<file path="src/design/cbp_pkg.sv">
// shared types and constants for the column cloud band percentage block
package cbp_pkg;

    localparam int unsigned CNT_W      = 7;
    localparam int unsigned PCT_W      = 15;
    localparam int unsigned NUM_W      = 22;
    localparam int unsigned NUM_BANDS  = 3;
    localparam int unsigned THR_W      = 16;
    localparam int unsigned STEP_W     = 4;
    localparam int unsigned PCT_FULL   = 25600;
    localparam int unsigned DIV_STEPS  = PCT_W;
    localparam int unsigned Q_DEPTH    = 4;
    localparam int unsigned Q_AW       = 2;
    localparam int unsigned Q_CW       = 3;
    localparam int unsigned OUT_W      = 48;

    // register indexes on the apb port
    localparam logic REG_LOW_THR  = 1'b0;
    localparam logic REG_HIGH_THR = 1'b1;

    typedef enum logic [1:0] {
        BAND_LOW  = 2'd0,
        BAND_MID  = 2'd1,
        BAND_HIGH = 2'd2
    } band_t;

    typedef struct packed {
        logic [CNT_W-1:0] level;
        logic [CNT_W-1:0] cloudy;
    } band_cnt_t;

    typedef band_cnt_t [NUM_BANDS-1:0] col_cnt_t;

    typedef struct packed {
        logic            full;
        logic            empty;
        logic [Q_CW-1:0] count;
    } q_stat_t;

    typedef enum logic [1:0] {
        BK_IDLE,
        BK_DIV,
        BK_OUT
    } back_state_t;

endpackage

</file>
<file path="src/design/cbp_front.sv">
// front part: band classification and per-band level and cloudy counters
module cbp_front #(
    parameter int unsigned CNT_CAP = 64
) (
    input  logic                        aclk,
    input  logic                        aresetn,
    input  logic                        in_fire,
    input  logic [cbp_pkg::THR_W-1:0]   pressure,
    input  logic [cbp_pkg::THR_W-1:0]   cloud_fraction,
    input  logic                        last_level,
    input  logic [cbp_pkg::THR_W-1:0]   low_thr,
    input  logic [cbp_pkg::THR_W-1:0]   high_thr,
    output logic                        push,
    output cbp_pkg::col_cnt_t           push_data
);

    localparam logic [cbp_pkg::CNT_W-1:0] CAP = cbp_pkg::CNT_W'(CNT_CAP);

    cbp_pkg::col_cnt_t cnt_reg;
    cbp_pkg::col_cnt_t cnt_next;
    cbp_pkg::col_cnt_t tallied;
    cbp_pkg::band_t    band_sel;
    logic              is_cloudy;

    always_comb begin
        priority if (pressure > low_thr) begin
            band_sel = cbp_pkg::BAND_LOW;
        end else if (pressure > high_thr) begin
            band_sel = cbp_pkg::BAND_MID;
        end else begin
            band_sel = cbp_pkg::BAND_HIGH;
        end
        is_cloudy = |cloud_fraction;

        tallied = cnt_reg;
        for (int b = 0; b < int'(cbp_pkg::NUM_BANDS); b++) begin
            if (band_sel == cbp_pkg::band_t'(b)) begin
                // saturate level count, cloudy count never passes it
                if (cnt_reg[b].level < CAP) begin
                    tallied[b].level = cnt_reg[b].level + 1'b1;
                end
                if (is_cloudy && (cnt_reg[b].cloudy < tallied[b].level)) begin
                    tallied[b].cloudy = cnt_reg[b].cloudy + 1'b1;
                end
            end
        end

        cnt_next = cnt_reg;
        if (in_fire) begin
            cnt_next = last_level ? '0 : tallied;
        end
        push      = in_fire && last_level;
        push_data = tallied;
    end

    always_ff @(posedge aclk) begin
        if (!aresetn) begin
            cnt_reg <= '0;
        end else begin
            cnt_reg <= cnt_next;
        end
    end

endmodule

</file>
<file path="src/design/cbp_queue.sv">
// small fifo of finished column counts between front and back
module cbp_queue (
    input  logic              aclk,
    input  logic              aresetn,
    input  logic              push,
    input  cbp_pkg::col_cnt_t push_data,
    input  logic              pop,
    output cbp_pkg::col_cnt_t pop_data,
    output cbp_pkg::q_stat_t  stat
);

    cbp_pkg::col_cnt_t             q_mem [cbp_pkg::Q_DEPTH];
    cbp_pkg::col_cnt_t             head_reg;
    logic [cbp_pkg::Q_AW-1:0]      wr_ptr_reg;
    logic [cbp_pkg::Q_AW-1:0]      rd_ptr_reg;
    logic [cbp_pkg::Q_CW-1:0]      count_reg;
    logic [cbp_pkg::Q_AW-1:0]      wr_ptr_next;
    logic [cbp_pkg::Q_AW-1:0]      rd_ptr_next;
    logic [cbp_pkg::Q_CW-1:0]      count_next;
    logic                          do_push;
    logic                          do_pop;

    always_comb begin
        stat.count = count_reg;
        stat.full  = (count_reg == cbp_pkg::Q_CW'(cbp_pkg::Q_DEPTH));
        stat.empty = (count_reg == '0);
        do_push    = push && !stat.full;
        do_pop     = pop && !stat.empty;
        wr_ptr_next = do_push ? wr_ptr_reg + 1'b1 : wr_ptr_reg;
        rd_ptr_next = do_pop ? rd_ptr_reg + 1'b1 : rd_ptr_reg;
        count_next  = count_reg;
        if (do_push && !do_pop) begin
            count_next = count_reg + 1'b1;
        end else if (do_pop && !do_push) begin
            count_next = count_reg - 1'b1;
        end
        pop_data = head_reg;
    end

    // head entry is registered; a push into the head slot passes straight through
    always_ff @(posedge aclk) begin
        if (do_push) begin
            q_mem[wr_ptr_reg] <= push_data;
        end
        if (do_push && (wr_ptr_reg == rd_ptr_next)) begin
            head_reg <= push_data;
        end else begin
            head_reg <= q_mem[rd_ptr_next];
        end
    end

    always_ff @(posedge aclk) begin
        if (!aresetn) begin
            wr_ptr_reg <= '0;
            rd_ptr_reg <= '0;
            count_reg  <= '0;
        end else begin
            wr_ptr_reg <= wr_ptr_next;
            rd_ptr_reg <= rd_ptr_next;
            count_reg  <= count_next;
        end
    end

endmodule

</file>
<file path="src/design/cbp_back.sv">
// back part: shared radix-2 divider for the three band percentages and output register
module cbp_back (
    input  logic                          aclk,
    input  logic                          aresetn,
    input  cbp_pkg::q_stat_t              q_stat,
    input  cbp_pkg::col_cnt_t             q_data,
    output logic                          q_pop,
    output logic                          m_tvalid,
    input  logic                          m_tready,
    output logic [cbp_pkg::OUT_W-1:0]     m_tdata
);

    localparam logic [cbp_pkg::NUM_W-1:0] FULL_SCALE = cbp_pkg::NUM_W'(cbp_pkg::PCT_FULL);

    cbp_pkg::back_state_t              state_reg, state_next;
    cbp_pkg::band_t                    band_reg, band_next;
    logic [cbp_pkg::STEP_W-1:0]        step_reg, step_next;
    logic [cbp_pkg::CNT_W-1:0]         rem_reg, rem_next;
    logic [cbp_pkg::PCT_W-1:0]         quo_reg, quo_next;
    logic [cbp_pkg::CNT_W-1:0]         div_reg, div_next;
    cbp_pkg::col_cnt_t                 cols_reg, cols_next;
    logic [cbp_pkg::NUM_BANDS-1:0][cbp_pkg::PCT_W-1:0] pct_reg, pct_next;
    logic                              out_valid_reg, out_valid_next;
    logic [cbp_pkg::OUT_W-1:0]         out_data_reg, out_data_next;

    logic [cbp_pkg::CNT_W:0]           trial;
    logic [cbp_pkg::CNT_W:0]           diff;
    logic                              ge;
    logic [cbp_pkg::PCT_W-1:0]         quo_step;
    logic [cbp_pkg::CNT_W-1:0]         rem_step;
    cbp_pkg::band_cnt_t                load_cnt;
    logic [cbp_pkg::NUM_W-1:0]         load_num;
    cbp_pkg::band_t                    load_band;
    logic                              load;

    always_comb begin
        state_next     = state_reg;
        band_next      = band_reg;
        step_next      = step_reg;
        rem_next       = rem_reg;
        quo_next       = quo_reg;
        div_next       = div_reg;
        cols_next      = cols_reg;
        pct_next       = pct_reg;
        out_valid_next = out_valid_reg;
        out_data_next  = out_data_reg;
        q_pop          = 1'b0;
        load           = 1'b0;
        load_band      = cbp_pkg::BAND_LOW;
        load_cnt       = q_data[cbp_pkg::BAND_LOW];

        // one quotient bit per cycle, remainder stays below the divisor
        trial    = {rem_reg, quo_reg[cbp_pkg::PCT_W-1]};
        diff     = trial - {1'b0, div_reg};
        ge       = (trial >= {1'b0, div_reg});
        rem_step = ge ? diff[cbp_pkg::CNT_W-1:0] : trial[cbp_pkg::CNT_W-1:0];
        quo_step = {quo_reg[cbp_pkg::PCT_W-2:0], ge};

        if (out_valid_reg && m_tready) begin
            out_valid_next = 1'b0;
        end

        unique case (state_reg)
            cbp_pkg::BK_IDLE: begin
                if (!q_stat.empty) begin
                    q_pop      = 1'b1;
                    cols_next  = q_data;
                    load       = 1'b1;
                    load_band  = cbp_pkg::BAND_LOW;
                    load_cnt   = q_data[cbp_pkg::BAND_LOW];
                    state_next = cbp_pkg::BK_DIV;
                end
            end
            cbp_pkg::BK_DIV: begin
                rem_next = rem_step;
                quo_next = quo_step;
                step_next = step_reg + 1'b1;
                if (step_reg == cbp_pkg::STEP_W'(cbp_pkg::DIV_STEPS - 1)) begin
                    // empty band reports zero
                    pct_next[band_reg] = (cols_reg[band_reg].level == '0) ? '0 : quo_step;
                    if (band_reg == cbp_pkg::BAND_HIGH) begin
                        state_next = cbp_pkg::BK_OUT;
                    end else begin
                        load      = 1'b1;
                        load_band = cbp_pkg::band_t'(band_reg + 2'd1);
                        load_cnt  = cols_reg[load_band];
                    end
                end
            end
            cbp_pkg::BK_OUT: begin
                if (!out_valid_reg || m_tready) begin
                    out_valid_next = 1'b1;
                    out_data_next  = {
                        (cols_reg[cbp_pkg::BAND_HIGH].level != '0),
                        pct_reg[cbp_pkg::BAND_HIGH],
                        (cols_reg[cbp_pkg::BAND_MID].level != '0),
                        pct_reg[cbp_pkg::BAND_MID],
                        (cols_reg[cbp_pkg::BAND_LOW].level != '0),
                        pct_reg[cbp_pkg::BAND_LOW]
                    };
                    state_next = cbp_pkg::BK_IDLE;
                end
            end
            default: begin
                state_next = cbp_pkg::BK_IDLE;
            end
        endcase

        // numerator 25600*cloudy; its top bits are below the divisor
        load_num = FULL_SCALE * cbp_pkg::NUM_W'(load_cnt.cloudy);
        if (load) begin
            band_next = load_band;
            step_next = '0;
            div_next  = load_cnt.level;
            rem_next  = load_num[cbp_pkg::NUM_W-1:cbp_pkg::PCT_W];
            quo_next  = load_num[cbp_pkg::PCT_W-1:0];
        end

        m_tvalid = out_valid_reg;
        m_tdata  = out_data_reg;
    end

    always_ff @(posedge aclk) begin
        if (!aresetn) begin
            state_reg     <= cbp_pkg::BK_IDLE;
            out_valid_reg <= 1'b0;
        end else begin
            state_reg     <= state_next;
            out_valid_reg <= out_valid_next;
        end
    end

    always_ff @(posedge aclk) begin
        band_reg     <= band_next;
        step_reg     <= step_next;
        rem_reg      <= rem_next;
        quo_reg      <= quo_next;
        div_reg      <= div_next;
        cols_reg     <= cols_next;
        pct_reg      <= pct_next;
        out_data_reg <= out_data_next;
    end

endmodule

</file>
<file path="src/design/column_cloud_band_percentage.sv">
// top level of the column cloud band percentage block
//
//  channel   dir   handshake           content
//  s_        in    s_tvalid/s_tready   one level: pressure, cloud fraction, last mark (tlast)
//  m_        out   m_tvalid/m_tready   one column: percent and valid flag for each band
//  apb       in    psel/penable        band thresholds at 0x0 (low) and 0x4 (high)
//
// the front counts one level per cycle; s_tready drops only while the column queue
// (four entries) is full
// each column result goes through the back in order: a pop, 15 divider steps for
// each of the three bands on the shared divider, then a load of the output register
// reset clears counters, queue, back state and output valid; thresholds go to
// 12800 and 7200
// a stalled output holds the result while the back works on the next column
module column_cloud_band_percentage #(
    parameter int unsigned MAX_LEVELS = 64
) (
    input  logic        aclk,
    input  logic        aresetn,
    // level stream
    input  logic        s_tvalid,
    output logic        s_tready,
    input  logic [31:0] s_tdata,   // pressure [15:0], cloud_fraction [31:16]
    input  logic        s_tlast,   // last_level
    // column results
    output logic        m_tvalid,
    input  logic        m_tready,
    output logic [47:0] m_tdata,   // low_percent [14:0], low_valid [15],
                                   // mid_percent [30:16], mid_valid [31],
                                   // high_percent [46:32], high_valid [47]
    // configuration
    input  logic        psel,
    input  logic        penable,
    input  logic        pwrite,
    input  logic [2:0]  paddr,
    input  logic [31:0] pwdata,
    output logic [31:0] prdata,
    output logic        pready
);

    // counters saturate at the smaller of the level limit and the counter range
    localparam int unsigned CNT_MAX = (1 << cbp_pkg::CNT_W) - 1;
    localparam int unsigned CNT_CAP = (MAX_LEVELS < CNT_MAX) ? MAX_LEVELS : CNT_MAX;

    logic [cbp_pkg::THR_W-1:0] low_thr_reg, low_thr_next;
    logic [cbp_pkg::THR_W-1:0] high_thr_reg, high_thr_next;
    logic                      cfg_wr;
    logic                      in_fire;
    logic                      q_push;
    logic                      q_pop;
    cbp_pkg::col_cnt_t         q_push_data;
    cbp_pkg::col_cnt_t         q_pop_data;
    cbp_pkg::q_stat_t          q_stat;

    // apb: write on the access beat, zero wait states
    assign pready = 1'b1;
    assign cfg_wr = psel && penable && pwrite && pready;

    always_comb begin
        low_thr_next  = low_thr_reg;
        high_thr_next = high_thr_reg;
        if (cfg_wr) begin
            unique case (paddr[2])
                cbp_pkg::REG_LOW_THR:  low_thr_next  = pwdata[cbp_pkg::THR_W-1:0];
                cbp_pkg::REG_HIGH_THR: high_thr_next = pwdata[cbp_pkg::THR_W-1:0];
                default: ;
            endcase
        end
        unique case (paddr[2])
            cbp_pkg::REG_LOW_THR:  prdata = {16'd0, low_thr_reg};
            cbp_pkg::REG_HIGH_THR: prdata = {16'd0, high_thr_reg};
            default:               prdata = '0;
        endcase
    end

    always_ff @(posedge aclk) begin
        if (!aresetn) begin
            low_thr_reg  <= 16'd12800;
            high_thr_reg <= 16'd7200;
        end else begin
            low_thr_reg  <= low_thr_next;
            high_thr_reg <= high_thr_next;
        end
    end

    // a level is taken whenever the queue can still hold a finished column
    assign s_tready = !q_stat.full;
    assign in_fire  = s_tvalid && s_tready;

    cbp_front #(
        .CNT_CAP (CNT_CAP)
    ) u_front (
        .aclk           (aclk),
        .aresetn        (aresetn),
        .in_fire        (in_fire),
        .pressure       (s_tdata[15:0]),
        .cloud_fraction (s_tdata[31:16]),
        .last_level     (s_tlast),
        .low_thr        (low_thr_reg),
        .high_thr       (high_thr_reg),
        .push           (q_push),
        .push_data      (q_push_data)
    );

    cbp_queue u_queue (
        .aclk      (aclk),
        .aresetn   (aresetn),
        .push      (q_push),
        .push_data (q_push_data),
        .pop       (q_pop),
        .pop_data  (q_pop_data),
        .stat      (q_stat)
    );

    cbp_back u_back (
        .aclk     (aclk),
        .aresetn  (aresetn),
        .q_stat   (q_stat),
        .q_data   (q_pop_data),
        .q_pop    (q_pop),
        .m_tvalid (m_tvalid),
        .m_tready (m_tready),
        .m_tdata  (m_tdata)
    );

`ifndef ASSERT_OFF
    // queue occupancy never passes its depth
    a_queue_bound: assert property (@(posedge aclk) disable iff (!aresetn)
        q_stat.count <= cbp_pkg::Q_CW'(cbp_pkg::Q_DEPTH))
        else $error("column queue overflow");

    // a finished column is never dropped: ready is low only with a full queue
    a_ready_full: assert property (@(posedge aclk) disable iff (!aresetn)
        !s_tready |-> q_stat.full)
        else $error("input stalled with room in the queue");

    // an empty low band reports zero percent
    a_empty_band: assert property (@(posedge aclk) disable iff (!aresetn)
        (m_tvalid && !m_tdata[15]) |-> (m_tdata[14:0] == '0))
        else $error("empty low band with nonzero percent");

    // percentages never exceed full scale
    a_pct_range: assert property (@(posedge aclk) disable iff (!aresetn)
        m_tvalid |-> ((m_tdata[14:0] <= 15'd25600) && (m_tdata[30:16] <= 15'd25600)
                      && (m_tdata[46:32] <= 15'd25600)))
        else $error("band percent above full scale");
`endif

endmodule
</file>
<file path="config.mk">
export PLATFORM = sky130hd
export DESIGN_NAME = column_cloud_band_percentage
export DESIGN_NICKNAME = d
export VERILOG_FILES = /design/src/design/cbp_pkg.sv /design/src/design/cbp_front.sv /design/src/design/cbp_queue.sv /design/src/design/cbp_back.sv /design/src/design/column_cloud_band_percentage.sv
export SDC_FILE = /design/constraint.sdc
export NUM_CORES = 1
export LEC_CHECK = 0
export BUFFER_PORTS_ARGS = -buffer_cell sky130_fd_sc_hd__buf_2
export CORE_MARGIN = 1.5
export CORE_UTILIZATION = 45
export DETAILED_ROUTE_END_ITERATION = 7
export GPL_TIMING_DRIVEN = 0
export PLACE_DENSITY = 0.65
export RECOVER_POWER = 50
export SLEW_MARGIN = 0
export SYNTH_ARGS = -nofsm -noshare
export SYNTH_HDL_FRONTEND = slang
export SYNTH_SLANG_ARGS = --single-unit
</file>
<file path="constraint.sdc">
create_clock -name aclk -period 5.1 [get_ports aclk]
set_clock_uncertainty 0.1 [all_clocks]
set_input_delay 1.02 -clock aclk [delete_from_list [all_inputs] [get_ports aclk]]
set_output_delay 1.02 -clock aclk [all_outputs]
set_load 0.03 [all_outputs]
</file>
==> impl_metrics.env, run 1 <==
export IMPL_status="complete, but fails checks"
export IMPL_violations="max-capacitance violations, max-slew violations"
export IMPL_dpl_hpwl_mm=30.6
export IMPL_yosys_warnings=0
export IMPL_syn_inst=1490
export IMPL_path_cells="clkbuf_1 -> clkbuf_1 -> mux4_2 -> nor2_1 -> a21oi_2 -> ha_1 -> ha_1 -> fa_1 -> ha_1 -> nor2b_1 -> o21ai_0 -> a21boi_0 -> o21a_1 -> or3_1 -> nand3_1 -> o211ai_1"
export IMPL_grt_overflow=0
export IMPL_holdPathStages=0
export IMPL_setup_violations=0
export IMPL_ant_nets=0
export IMPL_layout_drive_gt1_share=0.187
export IMPL_grt_antenna_before_repair=2
export IMPL_cts_sink_count=424
export IMPL_largest_register_ffs=168
export IMPL_ctsHoldBuffers=0
export IMPL_crit_path_frequent_cell="ha_1"
export IMPL_synth_edf_count=324
export IMPL_setup_tns_ns=0
export IMPL_cts_root_buf="clkbuf_16"
export IMPL_antenna_cells=0
export IMPL_syn_cell_area_mm2=0.0192
export IMPL_critical_path_class="flop to flop"
export IMPL_wl_mm=43.2
export IMPL_path_delay_family="adder cells"
export IMPL_final_nets=1855
export IMPL_wl_per_cell_um=19.2
export IMPL_die_h_um=210
export IMPL_num_vias=12400
export IMPL_hp_start="u_back.pct_reg[42]"
export IMPL_ys_seq_area_frac=0.610
export IMPL_grt_max_degree=43
export IMPL_synth_most_common_cell="edfxtp_1"
export IMPL_min_to="u_back.m_tdata[44]"
export IMPL_cpMaxStageDelayCell="clkbuf_1"
export IMPL_grt_first_pass_wirelength_mm=67.6
export IMPL_cp_num_cells=16
export IMPL_combPwrFrac=0.282
export IMPL_syn_to_final_growth_pct=15.9
export IMPL_syn_area_per_cell_um2=12.9
export IMPL_switching_share=0.315
export IMPL_num_fill_cells=3488
export IMPL_start_kind="flop"
export IMPL_min_period_over_period=0.938
export IMPL_portBuffers=121
export IMPL_synth_top_area_share=0.506
export IMPL_ys_ff_latch=424
export IMPL_hp_class="flop to flop"
export IMPL_fmax_mhz=209
export IMPL_row_count=75
export IMPL_p_leak_nw=8.14
export IMPL_period_minus_slack_ns=4.78
export IMPL_gp_congestion=0.904
export IMPL_coreArea_mm2=0.0420
export IMPL_clkPwrFrac=0.305
export IMPL_io_pins=158
export IMPL_yosysTopAreaCell="edfxtp_1"
export IMPL_rr_endpoint="u_back.rem_reg[5]"
export IMPL_dp_cells=2171
export IMPL_max_stage_delay_ns=0.55
export IMPL_critPathMaxFanout=10
export IMPL_rr_worst_depth=16
export IMPL_maxCapViolCount=1
export IMPL_hold_violations=0
export IMPL_seqPwrFrac=0.413
export IMPL_switching_power_mw=3.51
export IMPL_cts_tree="built"
export IMPL_clock_latency_ns=0.58
export IMPL_die_area_mm2=0.0440
export IMPL_clk_path_buf_depth=3
export IMPL_r2r_setup_slack_ns=0.32
export IMPL_die_w_um=210
export IMPL_tightest_slew_ns=1.87
export IMPL_maxSlewHeadroom=-0.250
export IMPL_critPathArrivalTime_ns=4.98
export IMPL_power_density_mw_per_mm2=500
export IMPL_cp_num_buf_inv=2
export IMPL_yosysUniqueCellTypes=69
export IMPL_slew_viol_final=37
export IMPL_setup_worst_path_end_class="flop"
export IMPL_p_total_mw=11.1
export IMPL_cts_buffers=44
export IMPL_drt_iter0_markers=800
export IMPL_worstPathRequired_ns=5.30
export IMPL_viasPerCell=5.51
export IMPL_drc=0
export IMPL_ys_flop_type="edfxtp_1"
export IMPL_p_int_mw=7.64
export IMPL_first_pass_iters=5
export IMPL_initial_utilization=0.457
export IMPL_clk_pin_slew_ns=0.06
export IMPL_ctsHtreeMaxLevel=2
export IMPL_finalNonFillerCells=2253
export IMPL_vdd_ir_drop_max_v=0.000277
export IMPL_grt_pass1_vias=12400
export IMPL_grt_use_total=0.197
export IMPL_ys_top_cells_by_area="edfxtp_1 (51%), dfxtp_1 (10%), ha_1 (6.4%)"
export IMPL_yosys_top_cells_count="edfxtp_1 (324), nand2_1 (134), dfxtp_1 (100)"
export IMPL_async_flop_share=0
power by group through the flow:
stage / sequential [mW] / clock [mW] / combinational [mW]
3_5_place_dp: 4.67 / 0 / 3.11
6_report: 4.60 / 3.40 / 3.14
3_3_place_gp: 4.67 / 0 / 3.02
2_1_floorplan: 4.55 / 0 / 2.34
4_1_cts: 4.60 / 3.46 / 3.15
5_1_grt: 4.65 / 3.60 / 3.50
metrics by stage:
| stage | hold slack [ns] | instance area, um^2 | utilization | setup WS, ns |
|---|---|---|---|---|
| 2_1_floorplan | 0.300 | 19300 | - | 0.299 |
| 4_1_cts | 0.316 | 22300 | 0.530 | 0.0513 |
| 3_3_place_gp | 0.301 | 20600 | 0.489 | -0.591 |
| 5_1_grt | 0.323 | 22300 | 0.530 | -0.00513 |
| 6_report | 0.314 | 22300 | 0.530 | 0.315 |
| 3_5_place_dp | 0.305 | 20700 | 0.493 | -0.597 |
layer usage:
layer / wire (um) / vias up / global-route usage
li1: - / 5934 / -
met1: 18300 / 6040 / 0.243
met2: 21200 / 340 / 0.338
met3: 2000 / 101 / 0.0370
met4: 1730 / 0 / 0.0883
met5: 0 / - / 0
cells by family after synthesis:
family,synth area share
flip-flops,0.610
AND/OR/NAND/NOR,0.104
AO/OA/AOI/OAI,0.0909
buffers and inverters,0.0361
adder cells (fa/ha/maj),0.0679
multiplexers,0.0631
XOR/XNOR,0.0278
other,0.000390
cell type report:
cell class / instances / area (um^2) / area share
Multi-Input combinational cell: 916 / 6910 / 0.310
Clock buffer: 49 / 1120 / 0.0502
Tap cell: 539 / 674 / 0.0303
Timing Repair Buffer: 129 / 724 / 0.0325
Clock inverter: 33 / 429 / 0.0193
Buffer: 89 / 427 / 0.0191
Sequential cell: 424 / 11700 / 0.526
Inverter: 74 / 278 / 0.0125
worst max-delay path by stage:
stage / from / to
final: flop / u_back.rem_reg[5]
after global routing: u_back.band_reg[0] / u_back.rem_reg[5]
after CTS: flop / u_back.rem_reg[5]
after detailed placement: u_back.band_reg[0] / u_back.rem_reg[5]
after global placement: u_back.band_reg[0] / u_back.rem_reg[5]
after floorplan: u_back.band_reg[0] / u_back.rem_reg[5]
cells in the final DEF (no fill, tap or decap), drive strengths merged, types with 42 or more instances in the layout:
master / instances
a21oi: 85
buf: 160
clkbuf: 107
dfxtp: 100
edfxtp: 324
ha: 98
inv: 76
mux4: 42
nand2: 134
nor2: 78
what timing repair did:
| item | CTS | global route |
|---|---|---|
| endpoints found under the setup margin | 4 | 3 |
| pin swaps | 0 | 1 |
| endpoints found under the hold margin | 0 | 0 |
| resized for setup | 9 | 16 |
| setup buffers | 0 | 2 |
worst reg2reg max path, cell delays in order, from the launching register on:
cell and delay, ns:
dfxtp_1 0.30, clkbuf_1 0.29, clkbuf_1 0.55, mux4_2 0.42, nor2_1 0.14, a21oi_2 0.07, ha_1 0.31, ha_1 0.32
fa_1 0.46, ha_1 0.34, nor2b_1 0.14, o21ai_0 0.19, a21boi_0 0.15, o21a_1 0.19, or3_1 0.30, nand3_1 0.12
o211ai_1 0.11
(Power assumes the default switching activity.)
==> run 2: changes to the inputs <==
--- a/config.mk
+++ b/config.mk
@@ -15,4 +15,5 @@
 export SLEW_MARGIN = 0
 export SYNTH_ARGS = -nofsm -noshare
 export SYNTH_HDL_FRONTEND = slang
+export SYNTH_HIERARCHICAL = 1
 export SYNTH_SLANG_ARGS = --single-unit
==> run 2 against run 1 <==
Against the previous run: the run now ends clean; register-to-register slack worse by 0.09 ns; worst setup slack worse by 0.089 ns; final area increased by 2.0%; non-clock buffer count shrank 11; combinational power hardly changed; sequential share of layout area down 1.0 points; cell count grew 0.80%; sequential power hardly changed; clock power is 2% lower; first-iteration DRC count grew 22%; worst hold slack improved by 0.0031 ns; critical endpoint is now u_back/rem_reg[5]; area after synthesis grew 2.6%.
==> impl_metrics.env, run 2 <==
export IMPL_initial_utilization=0.457
export IMPL_syn_area_per_cell_um2=13.5
export IMPL_tightest_slew_ns=1.48
export IMPL_timing_rr_start="u_back/band_reg[0]"
export IMPL_setup_violations=0
export IMPL_hp_start="u_back/pct_reg[23]"
export IMPL_antenna_cells=0
export IMPL_hold_violations=0
export IMPL_die_h_um=212
export IMPL_num_vias=12200
export IMPL_r2r_setup_slack_ns=0.23
export IMPL_layout_drive_gt1_share=0.206
export IMPL_setup_slack_ns=0.227
export IMPL_async_flop_share=0
export IMPL_maxSlewHeadroom=0.0140
export IMPL_seqCellArea_mm2=0.0117
export IMPL_ys_flop_type="edfxtp_1"
export IMPL_rsz0062_at_grt="false"
export IMPL_ys_top_cells_by_area="edfxtp_1 (49%), dfxtp_1 (10%), ha_1 (6.2%)"
export IMPL_synth_most_common_cell="edfxtp_1"
export IMPL_min_period_over_period=0.956
export IMPL_yosys_warnings=6
export IMPL_ys_seq_area_frac=0.595
export IMPL_status="complete, no violations"
export IMPL_start_kind="flop"
export IMPL_wl_per_cell_um=18.7
export IMPL_io_pins=158
export IMPL_cts_root_buf="clkbuf_16"
export IMPL_gp_congestion=0.916
export IMPL_clk_pin_slew_ns=0.07
export IMPL_die_area_mm2=0.0451
export IMPL_largest_register_ffs=168
export IMPL_holdPathStages=0
export IMPL_layout_cells_most_common="edfxtp_1"
export IMPL_cts_tree="built"
export IMPL_row_count=76
export IMPL_ant_nets=0
export IMPL_slew_viol_final=0
export IMPL_grt_antenna_before_repair=0
export IMPL_fmax_mhz=205
export IMPL_grt_max_degree=47
export IMPL_portBuffers=122
export IMPL_first_pass_iters=5
export IMPL_clk_path_buf_depth=3
export IMPL_setup_worst_path_end_class="flop"
export IMPL_critPathArrivalTime_ns=5.06
export IMPL_ys_ff_latch=424
export IMPL_syn_inst=1460
export IMPL_syn_cell_area_mm2=0.0197
export IMPL_yosysUniqueCellTypes=92
export IMPL_p_leak_nw=8.36
export IMPL_syn_to_final_growth_pct=15.3
export IMPL_min_to="u_back/m_tdata[24]"
export IMPL_layout_common_cells="edfxtp_1 (324), buf_2 (135), dfxtp_1 (100)"
export IMPL_yosysTopAreaCell="edfxtp_1"
export IMPL_drt_iter0_markers=979
export IMPL_power_density_mw_per_mm2=486
export IMPL_grt_pass1_vias=12100
export IMPL_period_minus_slack_ns=4.87
export IMPL_final_nets=1827
export IMPL_worstPathRequired_ns=5.29
export IMPL_finalNonFillerCells=2271
export IMPL_dpl_hpwl_mm=30.3
export IMPL_ctsHtreeMaxLevel=2
export IMPL_num_fill_cells=3675
export IMPL_dp_slack_ns=-0.499
export IMPL_grt_first_pass_wirelength_mm=66.1
export IMPL_synth_top_area_share=0.493
export IMPL_cts_buffers=44
export IMPL_hp_class="flop to flop"
export IMPL_grt_use_total=0.191
export IMPL_drc=0
export IMPL_rr_worst_depth=18
export IMPL_viasPerCell=5.38
export IMPL_coreArea_mm2=0.0432
export IMPL_rr_endpoint="u_back/rem_reg[5]"
export IMPL_clock_latency_ns=0.57
export IMPL_vdd_ir_drop_max_v=0.000265
export IMPL_wl_mm=42.6
export IMPL_critical_path_class="flop to flop"
export IMPL_cts_sink_count=424
export IMPL_multi_input_area_mm2=0.00730
export IMPL_synth_edf_count=324
export IMPL_yosys_top_cells_count="edfxtp_1 (324), dfxtp_1 (100), ha_1 (98), nand2_1 (98), nor2_1 (80)"
export IMPL_maxCapViolCount=0
export IMPL_critPathMaxFanout=11
export IMPL_grt_overflow=0
export IMPL_die_w_um=212
export IMPL_dp_cells=2187
==> run 2: changes by cell type after synthesis, sizes merged, moves of 9 or more <==
cell / change
a21oi: -24
buf: +20
and2: +10
nor2b: +22
a211oi: +9
nand2: -36
o211ai: -11
a31oi: -11
o21ai: -9
nand4: -9
mux2i: +44
clkbuf: -33
==> run 2: through the flow <==
stage	total power [mW]	hold WS, ns	instance area (um^2)	setup TNS [ns]	util
after detailed placement	7.78	0.305	21200	-1.19	0.492
after global routing	11.6	0.323	22700	0	0.527
after global placement	7.72	0.302	21100	-11.20	0.489
after CTS	11.2	0.319	22800	0	0.528
after floorplan	6.93	0.300	19800	0	-
final	11.1	0.318	22700	0	0.527
==> run 2: worst max-delay path, stage by stage, from the launching register on <==
cell and delay [ns]:
edfxtp_1 0.43, inv_4 0.08, clkbuf_4 0.20, ha_1 0.28, buf_2 0.23, buf_6 0.20
mux2i_1 0.23, nor2_1 0.08, a21oi_1 0.17, a21oi_2 0.11, ha_1 0.32, ha_1 0.33
fa_1 0.46, ha_1 0.36, nor2b_1 0.17, o31a_1 0.26, o21ai_0 0.24, nor4b_2 0.26
a211oi_1 0.07
==> run 2: layer usage <==
layer | vias to the layer above | GRT usage | share of wire
li1 | 5860 | - | -
met2 | 329 | 0.313 | 0.47
met3 | 78 | 0.0321 | 0.051
met1 | 5944 | 0.260 | 0.45
met4 | 0 | 0.0619 | 0.025
met5 | - | 0 | 0
==> run 2: worst max-delay path by stage <==
stage | start | to | slack [ns] | cells past startpoint
6_report | u_back/band_reg[0] | u_back/rem_reg[5] | 0.23 | 18
4_1_cts | u_back/band_reg[0] | u_back/rem_reg[5] | 0.0004 | 18
3_5_place_dp | u_back/band_reg[0] | u_back/rem_reg[5] | -0.50 | 17
5_1_grt | u_back/band_reg[0] | u_back/rem_reg[5] | 0.001 | 18
3_3_place_gp | u_back/band_reg[0] | u_back/rem_reg[5] | -0.38 | 17
2_1_floorplan | u_back/band_reg[0] | u_back/rem_reg[5] | 0.36 | 17
==> run 2: logic make-up (layout without fill, tap and decap cells) <==
| family | after synthesis | in the layout | share of synthesized area |
|---|---|---|---|
| AND/OR/NAND/NOR | 380 | 380 | 0.101 |
| other | 2 | 17 | 0.000381 |
| adder cells (fa/ha/maj) | 102 | 102 | 0.0662 |
| flip-flops | 424 | 424 | 0.595 |
| buffers and inverters | 151 | 362 | 0.0381 |
| multiplexers | 117 | 117 | 0.0873 |
| XOR/XNOR | 58 | 58 | 0.0258 |
| AO/OA/AOI/OAI | 226 | 226 | 0.0867 |
==> run 2: final cells by class <==
type / count / area share
well taps: 585 / 0.0322
inverters: 73 / 0.0122
multi-input cells: 900 / 0.321
plain buffers: 78 / 0.0211
repair buffers: 129 / 0.0311
clock buffers: 52 / 0.0502
flip-flops and latches: 424 / 0.516
clock inverters: 30 / 0.0164
==> run 2: report_power, final <==
group | internal, mW | total, mW | switching (mW)
sequential | 4.36 | 4.59 | 0.229
clock | 1.97 | 3.33 | 1.35
combinational | 1.25 | 3.14 | 1.89
==> run 2: timing repair <==
action	4_1_cts	5_1_grt
setup endpoints to repair	5	4
pin swaps	0	1
resized for setup	9	5
hold buffers	0	0
setup buffers	0	2
